[config.mk]
export PLATFORM = sky130hd
export DESIGN_NAME = reciprocal_frequency_meter
export DESIGN_NICKNAME = d
export VERILOG_FILES = /design/src/rtl/core/rfm_pkg.sv /design/src/rtl/core/rfm_div.sv /design/src/rtl/core/reciprocal_frequency_meter.sv
export SDC_FILE = /design/constraint.sdc
export NUM_CORES = 1
export LEC_CHECK = 0
export BUFFER_PORTS_ARGS = -buffer_cell sky130_fd_sc_hd__buf_4
export CAP_MARGIN = 5
export CORE_AREA = 2 2 270 272
export CTS_CLUSTER_DIAMETER = 200
export DETAILED_ROUTE_END_ITERATION = 16
export DIE_AREA = 0 0 272 274
export PLACE_DENSITY_LB_ADDON = 0.3
export SETUP_SLACK_MARGIN = 0.4
export SYNTH_ARGS = -nofsm -noshare
export SYNTH_HDL_FRONTEND = slang
export SYNTH_SLANG_ARGS = --single-unit
[constraint.sdc]
create_clock -name i_clk -period 6.75 [get_ports i_clk]
set_input_delay 1.35 -clock i_clk [delete_from_list [all_inputs] [get_ports i_clk]]
set_output_delay 1.35 -clock i_clk [all_outputs]
set_load 0.01 [all_outputs]
[src/rtl/core/rfm_pkg.sv]
// shared types and constants of the reciprocal frequency meter
package rfm_pkg;

    localparam int unsigned DIV_W    = 32;
    localparam int unsigned CNT_W    = $clog2(DIV_W);
    localparam int unsigned ACC_W    = 32;
    localparam int unsigned RATE_W   = 27;
    localparam int unsigned SPP_W    = 12;
    localparam int unsigned RELOAD_W = 16;
    localparam int unsigned WRAPS_W  = 9;
    localparam int unsigned CAP_W    = 16;
    localparam int unsigned CFG_IDX_W = 3;
    localparam int unsigned CFG_DATA_W = 32;

    // ticks added to the period accumulator on each timer wrap
    localparam logic [CAP_W-1:0]    WRAP_TICKS  = 16'd65535;
    // one full sample timer wrap
    localparam logic [DIV_W-1:0]    SAMPLE_WRAP = 32'h0000_FFFF;
    localparam logic [WRAPS_W-1:0]  WRAPS_MAX   = 9'd511;

    localparam logic [RATE_W-1:0]   RST_CLOCK_RATE = 27'd24000000;
    localparam logic [ACC_W-1:0]    RST_DC_LIMIT   = 32'd306500;
    localparam logic [SPP_W-1:0]    RST_SPP        = 12'd240;
    localparam logic [RELOAD_W-1:0] RST_MIN_RELOAD = 16'd90;
    localparam logic [RELOAD_W-1:0] RST_DC_RELOAD  = 16'd3395;
    localparam logic [WRAPS_W-1:0]  RST_DC_WRAPS   = 9'd3;

    typedef enum logic [CFG_IDX_W-1:0] {
        CFG_CLOCK_RATE = 3'd0,
        CFG_DC_LIMIT   = 3'd1,
        CFG_SPP        = 3'd2,
        CFG_MIN_RELOAD = 3'd3,
        CFG_DC_RELOAD  = 3'd4,
        CFG_DC_WRAPS   = 3'd5
    } t_cfg_idx;

    typedef struct packed {
        logic             go;
        logic [DIV_W-1:0] dividend;
        logic [DIV_W-1:0] divisor;
    } t_div_req;

    typedef struct packed {
        logic             done;
        logic [DIV_W-1:0] quot;
        logic [DIV_W-1:0] rem;
    } t_div_rsp;

endpackage

[src/rtl/core/rfm_div.sv]
// shared restoring divider, one quotient bit per cycle
module rfm_div
    import rfm_pkg::*;
(
    input  logic     i_clk,
    input  logic     i_rst_n,
    input  t_div_req i_req,
    output t_div_rsp o_rsp
);

    logic             r_busy;
    logic             r_done;
    logic [CNT_W-1:0] r_cnt;
    logic [DIV_W-1:0] r_rem;
    logic [DIV_W-1:0] r_quo;
    logic [DIV_W-1:0] r_dvs;

    logic [DIV_W:0]   w_trial;
    logic [DIV_W:0]   w_diff;
    logic             w_ge;

    assign w_trial = {r_rem, r_quo[DIV_W-1]};
    assign w_diff  = w_trial - {1'b0, r_dvs};
    assign w_ge    = (w_trial >= {1'b0, r_dvs});

    always_ff @(posedge i_clk) begin
        if (!i_rst_n) begin
            r_busy <= 1'b0;
            r_done <= 1'b0;
            r_cnt  <= '0;
        end else begin
            r_done <= 1'b0;
            if (i_req.go) begin
                r_busy <= 1'b1;
                r_cnt  <= '0;
            end else if (r_busy) begin
                r_cnt <= r_cnt + 1'b1;
                if (r_cnt == CNT_W'(DIV_W - 1)) begin
                    r_busy <= 1'b0;
                    r_done <= 1'b1;
                end
            end
        end
    end

    always_ff @(posedge i_clk) begin
        if (i_req.go) begin
            r_rem <= '0;
            r_quo <= i_req.dividend;
            r_dvs <= i_req.divisor;
        end else if (r_busy) begin
            r_rem <= w_ge ? w_diff[DIV_W-1:0] : w_trial[DIV_W-1:0];
            r_quo <= {r_quo[DIV_W-2:0], w_ge};
        end
    end

    assign o_rsp.done = r_done;
    assign o_rsp.quot = r_quo;
    assign o_rsp.rem  = r_rem;

endmodule

[src/rtl/core/reciprocal_frequency_meter.sv]
// reciprocal frequency meter: period accumulation, frequency and sample interval
//
// Input channel (i_in_valid / o_in_stall) carries one event per transaction:
// i_func = 0 is a timer wrap, i_func = 1 a rising edge with its capture count.
// Output channel (o_out_valid / i_out_stall) returns exactly one result for
// every event. Registers are written through i_cfg_we / i_cfg_index /
// i_cfg_data; the user must write them only while the block is idle, as the
// block itself does not enforce this. One event is handled at a time;
// o_in_stall is high from acceptance until the result has been taken. Both
// divisions go through one restoring divider that yields one quotient bit per
// cycle. In DC mode the result follows straight on the evaluation; otherwise
// the frequency division and the sample-interval division come first, and,
// when the interval needs wraps, a fold step splits it into 0xFFFF-tick wraps.
// The result then waits as long as the receiver stalls. The next event is
// accepted the cycle after the result is taken.
// The result stays on the output ports, unchanged, while i_out_stall is high.
// Reset (synchronous, active low) clears the accumulator and the last period,
// loads the default register values and leaves the block idle.
module reciprocal_frequency_meter
    import rfm_pkg::*;
(
    input  logic                  i_clk,
    input  logic                  i_rst_n,
    input  logic                  i_cfg_we,
    input  logic [CFG_IDX_W-1:0]  i_cfg_index,
    input  logic [CFG_DATA_W-1:0] i_cfg_data,
    input  logic                  i_in_valid,
    output logic                  o_in_stall,
    input  logic                  i_func,
    input  logic [CAP_W-1:0]      i_capture_count,
    output logic                  o_out_valid,
    input  logic                  i_out_stall,
    output logic [ACC_W-1:0]      o_period_ticks,
    output logic [RATE_W-1:0]     o_frequency,
    output logic                  o_dc_mode,
    output logic [WRAPS_W-1:0]    o_sample_wraps,
    output logic [RELOAD_W-1:0]   o_sample_reload
);

    typedef enum logic [5:0] {
        S_IDLE = 6'b000001,
        S_EVAL = 6'b000010,
        S_FREQ = 6'b000100,
        S_SAMP = 6'b001000,
        S_WRAP = 6'b010000,
        S_OUT  = 6'b100000
    } t_state;

    t_state r_state;

    logic [RATE_W-1:0]   r_clock_rate;
    logic [ACC_W-1:0]    r_dc_limit;
    logic [SPP_W-1:0]    r_spp;
    logic [RELOAD_W-1:0] r_min_reload;
    logic [RELOAD_W-1:0] r_dc_reload;
    logic [WRAPS_W-1:0]  r_dc_wraps;

    logic [ACC_W-1:0]    r_acc;
    logic [ACC_W-1:0]    r_last;

    logic [ACC_W-1:0]    r_shown;
    logic [RATE_W-1:0]   r_freq;
    logic                r_dc;
    logic [WRAPS_W-1:0]  r_wraps;
    logic [RELOAD_W-1:0] r_reload;

    logic                r_div_go;
    logic [DIV_W-1:0]    r_div_dividend;
    logic [DIV_W-1:0]    r_div_divisor;
    logic [DIV_W-1:0]    r_wrap_x;

    t_div_req w_div_req;
    t_div_rsp w_div_rsp;

    logic [ACC_W:0]      w_sum;
    logic [ACC_W-1:0]    w_sat;
    logic [DIV_W-1:0]    w_q;
    logic [SPP_W-1:0]    w_spp;

    logic [RELOAD_W:0]   w_fold;
    logic [1:0]          w_fold_k;
    logic [RELOAD_W-1:0] w_fold_rem;
    logic [RELOAD_W:0]   w_wrap_cnt;

    assign w_div_req.go       = r_div_go;
    assign w_div_req.dividend = r_div_dividend;
    assign w_div_req.divisor  = r_div_divisor;

    rfm_div u_div (
        .i_clk   (i_clk),
        .i_rst_n (i_rst_n),
        .i_req   (w_div_req),
        .o_rsp   (w_div_rsp)
    );

    // saturating add of the wrap ticks or the capture count
    assign w_sum = {1'b0, r_acc} + {{(ACC_W+1-CAP_W){1'b0}},
                                    (i_func ? i_capture_count : WRAP_TICKS)};
    assign w_sat = w_sum[ACC_W] ? {ACC_W{1'b1}} : w_sum[ACC_W-1:0];
    assign w_q   = w_div_rsp.quot;
    assign w_spp = (r_spp == '0) ? SPP_W'(1) : r_spp;

    // x / 0xFFFF by folding: x = hi * 0xFFFF + (hi + lo), hi + lo holds at most two wraps
    assign w_fold     = {1'b0, r_wrap_x[DIV_W-1:RELOAD_W]} + {1'b0, r_wrap_x[RELOAD_W-1:0]};
    assign w_fold_k   = (w_fold == {SAMPLE_WRAP[RELOAD_W-1:0], 1'b0}) ? 2'd2 :
                        (w_fold >= {1'b0, SAMPLE_WRAP[RELOAD_W-1:0]}) ? 2'd1 : 2'd0;
    // one wrap off: fold - 0xFFFF equals fold + 1 in the low 16 bits
    assign w_fold_rem = (w_fold_k == 2'd2) ? '0 :
                        (w_fold_k == 2'd1) ? (w_fold[RELOAD_W-1:0] + RELOAD_W'(1)) :
                        w_fold[RELOAD_W-1:0];
    assign w_wrap_cnt = {1'b0, r_wrap_x[DIV_W-1:RELOAD_W]} + {{(RELOAD_W-1){1'b0}}, w_fold_k};

    always_ff @(posedge i_clk) begin
        if (!i_rst_n) begin
            r_clock_rate <= RST_CLOCK_RATE;
            r_dc_limit   <= RST_DC_LIMIT;
            r_spp        <= RST_SPP;
            r_min_reload <= RST_MIN_RELOAD;
            r_dc_reload  <= RST_DC_RELOAD;
            r_dc_wraps   <= RST_DC_WRAPS;
        end else if (i_cfg_we) begin
            unique case (i_cfg_index)
                CFG_CLOCK_RATE: r_clock_rate <= i_cfg_data[RATE_W-1:0];
                CFG_DC_LIMIT:   r_dc_limit   <= i_cfg_data[ACC_W-1:0];
                CFG_SPP:        r_spp        <= i_cfg_data[SPP_W-1:0];
                CFG_MIN_RELOAD: r_min_reload <= i_cfg_data[RELOAD_W-1:0];
                CFG_DC_RELOAD:  r_dc_reload  <= i_cfg_data[RELOAD_W-1:0];
                CFG_DC_WRAPS:   r_dc_wraps   <= i_cfg_data[WRAPS_W-1:0];
                default: ;
            endcase
        end
    end

    always_ff @(posedge i_clk) begin
        if (!i_rst_n) begin
            r_state  <= S_IDLE;
            r_acc    <= '0;
            r_last   <= '0;
            r_div_go <= 1'b0;
        end else begin
            r_div_go <= 1'b0;
            unique case (r_state)
                S_IDLE: begin
                    if (i_in_valid) begin
                        if (i_func) begin
                            r_last <= w_sat;
                            r_acc  <= '0;
                        end else begin
                            r_acc <= w_sat;
                        end
                        r_state <= S_EVAL;
                    end
                end
                S_EVAL: begin
                    if (r_acc >= r_dc_limit) begin
                        r_state <= S_OUT;
                    end else begin
                        r_div_go <= 1'b1;
                        r_state  <= S_FREQ;
                    end
                end
                S_FREQ: begin
                    if (w_div_rsp.done) begin
                        r_div_go <= 1'b1;
                        r_state  <= S_SAMP;
                    end
                end
                S_SAMP: begin
                    if (w_div_rsp.done) begin
                        if (|w_q[DIV_W-1:RELOAD_W]) begin
                            r_state <= S_WRAP;
                        end else begin
                            r_state <= S_OUT;
                        end
                    end
                end
                S_WRAP: begin
                    r_state <= S_OUT;
                end
                S_OUT: begin
                    if (!i_out_stall) begin
                        r_state <= S_IDLE;
                    end
                end
                default: r_state <= S_IDLE;
            endcase
        end
    end

    // payload of the divider request and of the result
    always_ff @(posedge i_clk) begin
        unique case (r_state)
            S_IDLE: begin
                r_shown <= w_sat;
            end
            S_EVAL: begin
                r_dc           <= (r_acc >= r_dc_limit);
                r_freq         <= '0;
                r_wraps        <= r_dc_wraps;
                r_reload       <= r_dc_reload;
                r_div_dividend <= {{(DIV_W-RATE_W){1'b0}}, r_clock_rate};
                r_div_divisor  <= r_last;
            end
            S_FREQ: begin
                if (w_div_rsp.done) begin
                    r_freq         <= (r_last == '0) ? '0 : w_q[RATE_W-1:0];
                    r_div_dividend <= r_last;
                    r_div_divisor  <= {{(DIV_W-SPP_W){1'b0}}, w_spp};
                end
            end
            S_SAMP: begin
                if (w_div_rsp.done) begin
                    r_wraps  <= '0;
                    r_reload <= (w_q[RELOAD_W-1:0] < r_min_reload) ?
                                r_min_reload : w_q[RELOAD_W-1:0];
                    r_wrap_x <= w_q - DIV_W'(1);
                end
            end
            S_WRAP: begin
                if (w_wrap_cnt > {{(RELOAD_W+1-WRAPS_W){1'b0}}, WRAPS_MAX}) begin
                    r_wraps  <= WRAPS_MAX;
                    r_reload <= SAMPLE_WRAP[RELOAD_W-1:0];
                end else begin
                    r_wraps  <= w_wrap_cnt[WRAPS_W-1:0];
                    // remainder stays below 0xFFFF, so the increment fits
                    r_reload <= w_fold_rem + RELOAD_W'(1);
                end
            end
            S_OUT: ;
            default: ;
        endcase
    end

    assign o_in_stall      = (r_state != S_IDLE);
    assign o_out_valid     = (r_state == S_OUT);
    assign o_period_ticks  = r_shown;
    assign o_frequency     = r_freq;
    assign o_dc_mode       = r_dc;
    assign o_sample_wraps  = r_wraps;
    assign o_sample_reload = r_reload;

    a_out_blocks_in: assert property (@(posedge i_clk) disable iff (!i_rst_n)
        o_out_valid |-> o_in_stall)
        else $error("input taken while a result is pending");

    a_dc_no_freq: assert property (@(posedge i_clk) disable iff (!i_rst_n)
        (o_out_valid && o_dc_mode) |-> (o_frequency == '0))
        else $error("frequency reported in dc mode");

    a_wrap_reload: assert property (@(posedge i_clk) disable iff (!i_rst_n)
        (o_out_valid && !o_dc_mode && (o_sample_wraps != '0)) |->
        (o_sample_reload != '0))
        else $error("zero reload with sample wraps");

    a_div_done_state: assert property (@(posedge i_clk) disable iff (!i_rst_n)
        w_div_rsp.done |-> (r_state == S_FREQ || r_state == S_SAMP))
        else $error("divider finished outside a wait state");

    a_go_after_accept: assert property (@(posedge i_clk) disable iff (!i_rst_n)
        (i_in_valid && !o_in_stall) |=> (r_state == S_EVAL && !r_div_go))
        else $error("transaction did not enter evaluation");

endmodule

# Word level (Yosys, flattened, before mapping)
# Index checks and enable logic that the tools add are counted.
# op_classes
addsub	8
muxes	39
reduce_logical	21
n_bitwise	2
n_eq_ne	20
order_cmp	5
# ops
op	n
$mux W32	7
$pmux W32 S2	2
$mux W16	6
$mux W27	2
$pmux W27 S2	1
$pmux W16 S3	1
$mux W6	6
$pmux W6 S6	1
$add A32 B16 Y33	1
$ge A33 B32 Y1	1
$add A16 B1 Y16 const B	2
$ge A32 B32 Y1	1
$logic_not A32 Y1	1
$sub A32 B1 Y32 const B	1
$sub A32 B32 Y32	1
$pmux W9 S3	1
$reduce_and A2 Y1	10
$mux W9	2
$add A16 B16 Y17	1
$add A16 B2 Y17	1
$eq A17 B17 Y1 const B	1
$ge A17 B16 Y1 const B	1
$gt A17 B9 Y1 const B	1
$lt A16 B16 Y1	1
30 further kinds	42
# totals
register_bits	467
wordCells	119

# Longest topological paths before layout
# Gate-level depths: netlist (run 1).
# logic_depth
ltp_word	10
ltp_mapped	30
ltp_nobuf	27

# Modules after synthesis
# From an unflattened synthesis (run 1), not the netlist that was laid out.
# unflattened
hier_cells	2637
area_unflattened_um2	25040.3
# by_module_without_submodules
mod	cells_per_inst	area_per_inst_um2	seq_area_each_um2	instances
reciprocal_frequency_meter	2050	19158.4	9098.7	1
rfm_div	587	5881.9	2702.6	1

# Least setup slack after synthesis (run 1)
# No wires, ideal clock.
# synth_timing
kind	register -> register
start	reg r_wrap_x[16]
end	reg r_reload[11] (netlist: o_sample_reload[11]) (data pin)
arrival_time_ps	5481
synth_period_minus_slack_ps	5736
path_stages_with_launch	27
slack_ps	1014
setup_ps	254
cell_sequence	edfxtp_1 > ha_1 > inv_1 > fa_1 > and2b_1 > o211ai_4 > a211o_1 > a31oi_1 > xnor2_1 > and4b_1 > buf_2 > o211ai_1 > inv_1 > nor2_1 > ha_1 > fa_1 > and3_1 > and3_1 > and3_1 > and3_1 > nor2_1 > nor2_1 > o22ai_1 > nand2_1 > or3b_2 > mux2_2 > o21a_1
# synth_via
elab_chain_len	10
# synth_lines
item	line_no	source
from (decl)	reciprocal_frequency_meter.sv:70	logic [DIV_W-1:0] r_wrap_x;
from (signal assigned)	reciprocal_frequency_meter.sv:216	r_wrap_x <= w_q - DIV_W'(1);
parallel branches: the longest is 8 deep, another holds $add A16 B16 Y17	-	
$mux W16 *	reciprocal_frequency_meter.sv:220	if (w_wrap_cnt > {{(RELOAD_W+1-WRAPS_W){1'b0}}, WRAPS_MAX}) begin
$pmux W16 S3 *	reciprocal_frequency_meter.sv:192	unique case (r_state)
to (signal assigned)	reciprocal_frequency_meter.sv:200	r_reload <= r_dc_reload;
to (signal assigned)	reciprocal_frequency_meter.sv:222	r_reload <= SAMPLE_WRAP[RELOAD_W-1:0];
to (signal assigned)	reciprocal_frequency_meter.sv:226	r_reload <= w_fold_rem + RELOAD_W'(1);
to (decl)	reciprocal_frequency_meter.sv:65	logic [RELOAD_W-1:0] r_reload;
# Every way passes the cells marked *.
# A chain may end at the register's enable or synchronous reset.

# Worst setup path after layout (run 1)
# layout_timing
start	reg r_wrap_x[16]
end	reg r_reload[14] (netlist: o_sample_reload[14]) (data pin)
# The elaborated chain is that of the path after synthesis.

==> impl_metrics.csv, run 1 <==
group,metric,value,unit
grt,grt_usage,18.7,%
synthesis,avgSynthCellArea,9.54,um^2
detailed_routing,firstDrtPassIters,5,
hold_path,hold_path.class,"register to register",
synthesis,synth_cells,2600,
die,num_rows,99,
pwr,intPower,0.00558,W
grt,grt_pass1_vias,18900,
status,outcome,"finished, final reports clean",
critical_path,r2r_cells,28,
pwr,pwr-share-comb,20.5,%
critical_path,cp-start-kind,"register",
pwr,power_density,273,mW/mm^2
layout,area_growth_syn_to_layout,16.3,%
clocking,ctsRootBufferMaster,"clkbuf_16",
pwr,leakage,11.5,nW
die,initial_utilization,34.5,%
sta,setup_viol,0,
clocking,clock_path_buffers,3,
layout,drive_above_1_share,13.5,%
critical_path,cp_max_fo,8,
placement,dpl_worst_slack,0.360,ns
critical_path,crit_type,"register to register",
layout,diodes,0,
layout,fillers,7015,
critical_path,cp.arrival,6.38,ns
detailed_routing,postRouteWirelength,71.4,mm
sta,min_period,6.03,ns
placement,port-buffer-count,143,
die,core-area,0.0720,mm^2
clocking,cts_sinks,467,
grt,grt-ovfl-total,0,
layout,multi_input_comb_area,0.0122,mm^2
critical_path,critPathMaxStageDelay,0.39,ns
sta,fin_ws,0.722,ns
synthesis,synth_warnings,0,
layout,final_common_cell,"nand2_1",
synthesis,synth_edf_count,245,
sta,hold_ws,0.413,ns
synthesis,synth_flop_cell,"edfxtp_1",
clocking,insertion_delay,0.62,ns
die,io_pins,144,
die,die-area,0.0745,mm^2
pwr,switchingPower,0.00230,W
clocking,cts_buffers,52,
sta,slew_headroom,17.8,%
grt,antenna_found_initial,1,
synthesis,ys_seq_elements,467,
detailed_routing,vias_per_cell,5.26,
synthesis,synthesis.area,0.0248,mm^2
die,die_h,274,um
detailed_routing,route.detailed.drc,0,
clocking,htree_levels,2,
synthesis,synthesis.nets,2780,
pwr,peakVddDrop,0.238,mV
sta,finalCritPeriodShare,89.3,%
detailed_routing,drtIter0Drc,1528,
layout,finalNonFillerCells,3729,
sta,timing.final.hold_violations,0,
sta,clock.fmax,0.166,GHz
layout,final_util,40.1,%
pwr,netSwitchingFraction,29.2,%
synthesis,ys_types,93,
detailed_routing,ant_nets,0,
clocking,clk_pin_slew,0.07,ns
sta,rsz0062_at_grt,"false",
synthesis,async_flop_share,0,%
grt,grt_pass1_wl,110,mm
clocking,cts_tree,"yes",
placement,dp_hpwl,52.6,mm
layout,fin_nets,2906,
hold_path,hold_depth,0,
placement,dpl.cell_count,3618,
layout,seqCellArea,0.0118,mm^2
layout,final_cell_mix,"nand2_1 (475), edfxtp_1 (245), dfxtp_1 (220), buf_4 (192), nor2_1 (159)",
critical_path,cp.required,7.11,ns
detailed_routing,vias,19600,
detailed_routing,wire_per_inst,19.1,um
sta,worst_pin_slew,1.23,ns
run,cap_violations,0,
sta,drv_slew,0,
pwr,p_seq_share,42.5,%
synthesis,seq_area_frac_synth,47.6,%
placement,place.gp.congestion,0.855,
sta,fin_worst_skew,0.0246,ns
pwr,clkPwrFrac,37.0,%
critical_path,cp-end-kind,"register",
die,die_w,272,um
sta,tns,0,ns
grt,grt_max_degree,88,
critical_path,slowest_stage,"fa_2",
power groups by stage:
stage	sequential, W	combinational [W]	clock, W
2_1_floorplan	0.00338	0.00117	0
3_3_place_gp	0.00340	0.00157	0
3_5_place_dp	0.00340	0.00160	0
4_1_cts	0.00335	0.00162	0.00297
5_1_grt	0.00337	0.00181	0.00308
6_report	0.00335	0.00162	0.00291
registers in the layout, summed over array words and instances (netlist names), 9 cells and up:
register / flops
r_dc_wraps: 9
r_dc_reload: 16
o_frequency: 27
o_sample_wraps: 9
r_clock_rate: 27
r_wrap_x: 32
r_dc_limit: 32
r_div_dividend: 32
u_div.r_rem: 32
r_div_divisor: 32
o_period_ticks: 32
r_min_reload: 16
r_acc: 32
u_div.r_quo: 32
r_last: 32
o_sample_reload: 16
r_spp: 12
u_div.r_dvs: 32
timing repair:
item,CTS,global route
cloned,0,1
buffers inserted,0,12
resized for setup,1,16
pin swaps,0,5
hold buffers,0,0
endpoints found under the setup margin,2,13
synth_stat cells (44+ instances only):
cell type | instances | area share [%]
a21boi_0 | 85 | 2.6
a21o_1 | 59 | 1.8
a21oi_1 | 114 | 2.3
and2_1 | 65 | 1.6
clkbuf_1 | 100 | 1.5
dfxtp_1 | 222 | 18
edfxtp_1 | 245 | 30
ha_1 | 119 | 6.0
inv_1 | 121 | 1.8
mux2i_1 | 44 | 1.8
nand2_1 | 477 | 7.2
nand3_1 | 58 | 1.2
nor2_1 | 160 | 2.4
o21ai_0 | 84 | 1.7
xnor2_1 | 65 | 2.3
xor2_1 | 46 | 1.6
layout make-up:
type	instances	area share [%]
repair buffers	192	5.00
clock buffers	69	5.14
flip-flops and latches	467	41.0
well taps	959	4.16
inverters	121	1.58
multi-input cells	1892	42.2
clock inverters	29	0.955
logic make-up (layout without fill, tap and decap cells):
| family | after synthesis | count (layout) | synth area share, % |
|---|---|---|---|
| multiplexers | 79 | 79 | 3.37 |
| buffers and inverters | 242 | 411 | 3.80 |
| AO/OA/AOI/OAI | 567 | 568 | 15.9 |
| AND/OR/NAND/NOR | 1011 | 1011 | 19.1 |
| XOR/XNOR | 111 | 111 | 3.92 |
| flip-flops | 467 | 467 | 47.6 |
| adder cells (fa/ha/maj) | 123 | 123 | 6.33 |
stage by stage:
step	power, W	area (um^2)
3_5_place_dp	0.00501	26900
6_report	0.00788	28800
3_3_place_gp	0.00497	26900
5_1_grt	0.00826	28800
4_1_cts	0.00794	28700
2_1_floorplan	0.00455	24800
worst max-delay path: cells and delay by family (launching register included):
| family | cells | cell delay (ns) |
|---|---|---|
| XOR/XNOR | 1 | 0.18 |
| AO/OA/AOI/OAI | 7 | 1.33 |
| adder cells (fa/ha/maj) | 4 | 1.06 |
| AND/OR/NAND/NOR | 14 | 2.60 |
| flip-flops | 1 | 0.36 |
| buffers and inverters | 2 | 0.26 |
per-layer routing:
metal  GRT usage, %  up-vias  part of all wire, %
met1           25.9     9458                   47
met3           2.31      124                  4.8
met2           30.2      516                   45
li1               -     9506                    -
met5              0        -                0.013
met4           6.45        2                  3.1
final timing paths:
| check | from | to | slack (ns) |
|---|---|---|---|
| max | r_wrap_x[16] | o_sample_reload[14] | 0.72 |
| min | r_div_divisor[21] | u_div.r_dvs[21] | 0.41 |
| max reg2reg | r_wrap_x[16] | o_sample_reload[14] | 0.72 |
| min reg2reg | r_div_divisor[21] | u_div.r_dvs[21] | 0.41 |
Note: power is estimated with default switching activity, not from simulation.
==> run 2, diff against run 1 <==
--- a/config.mk
+++ b/config.mk
@@ -7,12 +7,13 @@
 export LEC_CHECK = 0
 export BUFFER_PORTS_ARGS = -buffer_cell sky130_fd_sc_hd__buf_4
 export CAP_MARGIN = 5
-export CORE_AREA = 2 2 270 272
+export CORE_AREA = 2 2 217 219
 export CTS_CLUSTER_DIAMETER = 200
 export DETAILED_ROUTE_END_ITERATION = 16
-export DIE_AREA = 0 0 272 274
+export DIE_AREA = 0 0 219 221
 export PLACE_DENSITY_LB_ADDON = 0.3
 export SETUP_SLACK_MARGIN = 0.4
 export SYNTH_ARGS = -nofsm -noshare
 export SYNTH_HDL_FRONTEND = slang
+export SYNTH_HIERARCHICAL = 1
 export SYNTH_SLANG_ARGS = --single-unit
==> impl_metrics.csv, run 2 <==
group,metric,value,unit
sta,timing.final.hold_violations,0,
die,core-area,0.0461,mm^2
pwr,leakage,11.3,nW
critical_path,cp-end-kind,"register",
detailed_routing,postRouteWirelength,70.0,mm
run,cap_violations,0,
pwr,power_density,277,mW/mm^2
detailed_routing,ant_nets,0,
critical_path,crit_type,"register to register",
placement,port-buffer-count,143,
sta,slew_headroom,18.5,%
synthesis,synth_flop_cell,"edfxtp_1",
die,num_rows,79,
clocking,htree_levels,2,
synthesis,ys_seq_elements,467,
layout,final_util,61.5,%
clocking,cts_tree,"yes",
synthesis,async_flop_share,0,%
synthesis,synth_top_area_share,29.4,%
sta,min_period,5.97,ns
layout,area_growth_syn_to_layout,13.1,%
sta,fin_worst_skew,0.0186,ns
clocking,cts-hold-fix-buffers,0,
detailed_routing,drtIter0Drc,2051,
detailed_routing,route.detailed.drc,0,
detailed_routing,wire_per_inst,20.7,um
layout,final_cell_mix,"nand2_1 (502), edfxtp_1 (245), dfxtp_1 (220), buf_4 (177), nor2_1 (171)",
synthesis,synthesis.nets,2817,
critical_path,cp.arrival,6.30,ns
sta,rsz0062_at_grt,"false",
pwr,p_seq_share,43.2,%
pwr,netSwitchingFraction,29.9,%
clocking,clk_pin_slew,0.06,ns
grt,grt_pass1_wl,108,mm
grt,grt_usage,28.5,%
placement,dp_hpwl,51.8,mm
layout,drive_above_1_share,12.9,%
layout,final_common_cell,"nand2_1",
grt,grt_pass1_vias,18900,
synthesis,synth_commonest_cells,"nand2_1 (502), edfxtp_1 (245), dfxtp_1 (222)",
critical_path,cp-start-kind,"register",
critical_path,critPathMaxStageDelay,0.42,ns
clocking,cts_buffers,48,
sta,setup_viol,0,
pwr,clkPwrFrac,34.6,%
hold_path,hold_path.class,"register to register",
synthesis,synth_edf_count,245,
sta,drv_slew,0,
grt,grt_max_degree,107,
layout,fin_nets,2924,
critical_path,cp_max_fo,9,
synthesis,synth.largest_area_cell,"edfxtp_1",
layout,diodes,0,
clocking,ctsRootBufferMaster,"clkbuf_16",
sta,worst_pin_slew,1.21,ns
die,initial_utilization,54.4,%
sta,finalCritPeriodShare,88.4,%
critical_path,crit_top_cell,"and3_1",
placement,place.gp.congestion,0.956,
critical_path,cp.required,7.09,ns
die,io_pins,144,
synthesis,synth_cells,2637,
synthesis,avgSynthCellArea,9.50,um^2
sta,tns,0,ns
synthesis,synth_area_leaders,"edfxtp_1 (29%), dfxtp_1 (18%), nand2_1 (7.5%)",
pwr,peakVddDrop,0.214,mV
grt,grt-ovfl-total,0,
synthesis,synth_warnings,6,
synthesis,ys_types,99,
die,die_h,221,um
clocking,insertion_delay,0.60,ns
grt,antenna_found_initial,0,
detailed_routing,vias_per_cell,5.97,
detailed_routing,vias,20200,
die,die_w,219,um
synthesis,seq_area_frac_synth,47.1,%
sta,clock.fmax,0.168,GHz
die,die-area,0.0484,mm^2
status,outcome,"finished, final reports clean",
synthesis,synth_most_common_cell,"nand2_1",
pwr,intPower,0.00549,W
synthesis,synthesis.area,0.0250,mm^2
pwr,pwr-share-comb,22.3,%
critical_path,slowest_stage,"fa_2",
detailed_routing,firstDrtPassIters,6,
critical_path,r2r_slack,0.78,ns
clocking,cts_sinks,467,
clocking,clock_path_buffers,3,
pwr,switchingPower,0.00234,W
==> run 2: path summary, 6_finish.rpt <==
| path | from | endpoint | depth (start not counted) |
|---|---|---|---|
| setup / recovery | r_wrap_x[16] | o_sample_reload[5] | 26 |
| hold / removal | r_div_divisor[4] | u_div/r_dvs[4] | 0 |
| setup reg to reg | r_wrap_x[16] | o_sample_reload[5] | 26 |
| hold reg to reg | r_div_divisor[4] | u_div/r_dvs[4] | 0 |
==> run 2: kinds of logic after synthesis <==
family / synth area share, %
AND/OR/NAND/NOR: 20.7
AO/OA/AOI/OAI: 15.1
flip-flops: 47.1
buffers and inverters: 3.98
adder cells (fa/ha/maj): 6.27
XOR/XNOR: 4.45
multiplexers: 2.45
==> run 2: metrics by stage <==
step,power (W),instances,hold WS [ns],cell area (um^2),worst slack (ns)
2_1_floorplan,0.00471,2637,0.400,25000,1.05
3_3_place_gp,0.00511,3292,0.401,26600,0.621
3_5_place_dp,0.00515,3292,0.405,26600,0.445
4_1_cts,0.00784,3379,0.412,28200,0.412
5_1_grt,0.00818,3388,0.430,28300,0.430
6_report,0.00783,3388,0.419,28300,0.785
==> run 2: power by group through the flow <==
stage	sequential (W)	clock [W]	combinational, W
floorplan	0.00340	0	0.00131
global placement	0.00343	0	0.00169
detailed placement	0.00343	0	0.00172
CTS	0.00338	0.00274	0.00173
global route	0.00340	0.00284	0.00194
finish	0.00338	0.00271	0.00174
==> run 2: routing by layer <==
layer / GRT usage [%] / wire, um
met4: 9.79 / 2530
met1: 40.8 / 30700
met3: 4.76 / 5380
met2: 43.9 / 31400
met5: 0 / 0
==> run 2: what timing repair did <==
item                                   in CTS  in global routing
resized for setup                           0                 10
setup endpoints to repair                   0                 25
setup buffers                               0                  8
endpoints found under the hold margin       0                  0
==> run 2: final cells by class <==
| class | instances | area, um^2 |
|---|---|---|
| inverter | 126 | 473 |
| clock inverter | 26 | 283 |
| multi-input combinational | 1924 | 12300 |
| sequential | 467 | 11800 |
| fill | 3919 | 17700 |
| tap | 607 | 759 |
| clock buffer | 61 | 1330 |
| timing repair buffer | 177 | 1330 |
==> run 2: critical path: cells and delay by family, from the launching register on <==
| family | cells | cell delay (ns) |
|---|---|---|
| DFF | 1 | 0.36 |
| adders and majority gates | 3 | 0.85 |
| AOI/OAI and AO/OA | 9 | 1.76 |
| xor gates and xnor gates | 1 | 0.19 |
| and+or+nand+nor | 10 | 2.13 |
| buffers and inverters | 3 | 0.41 |
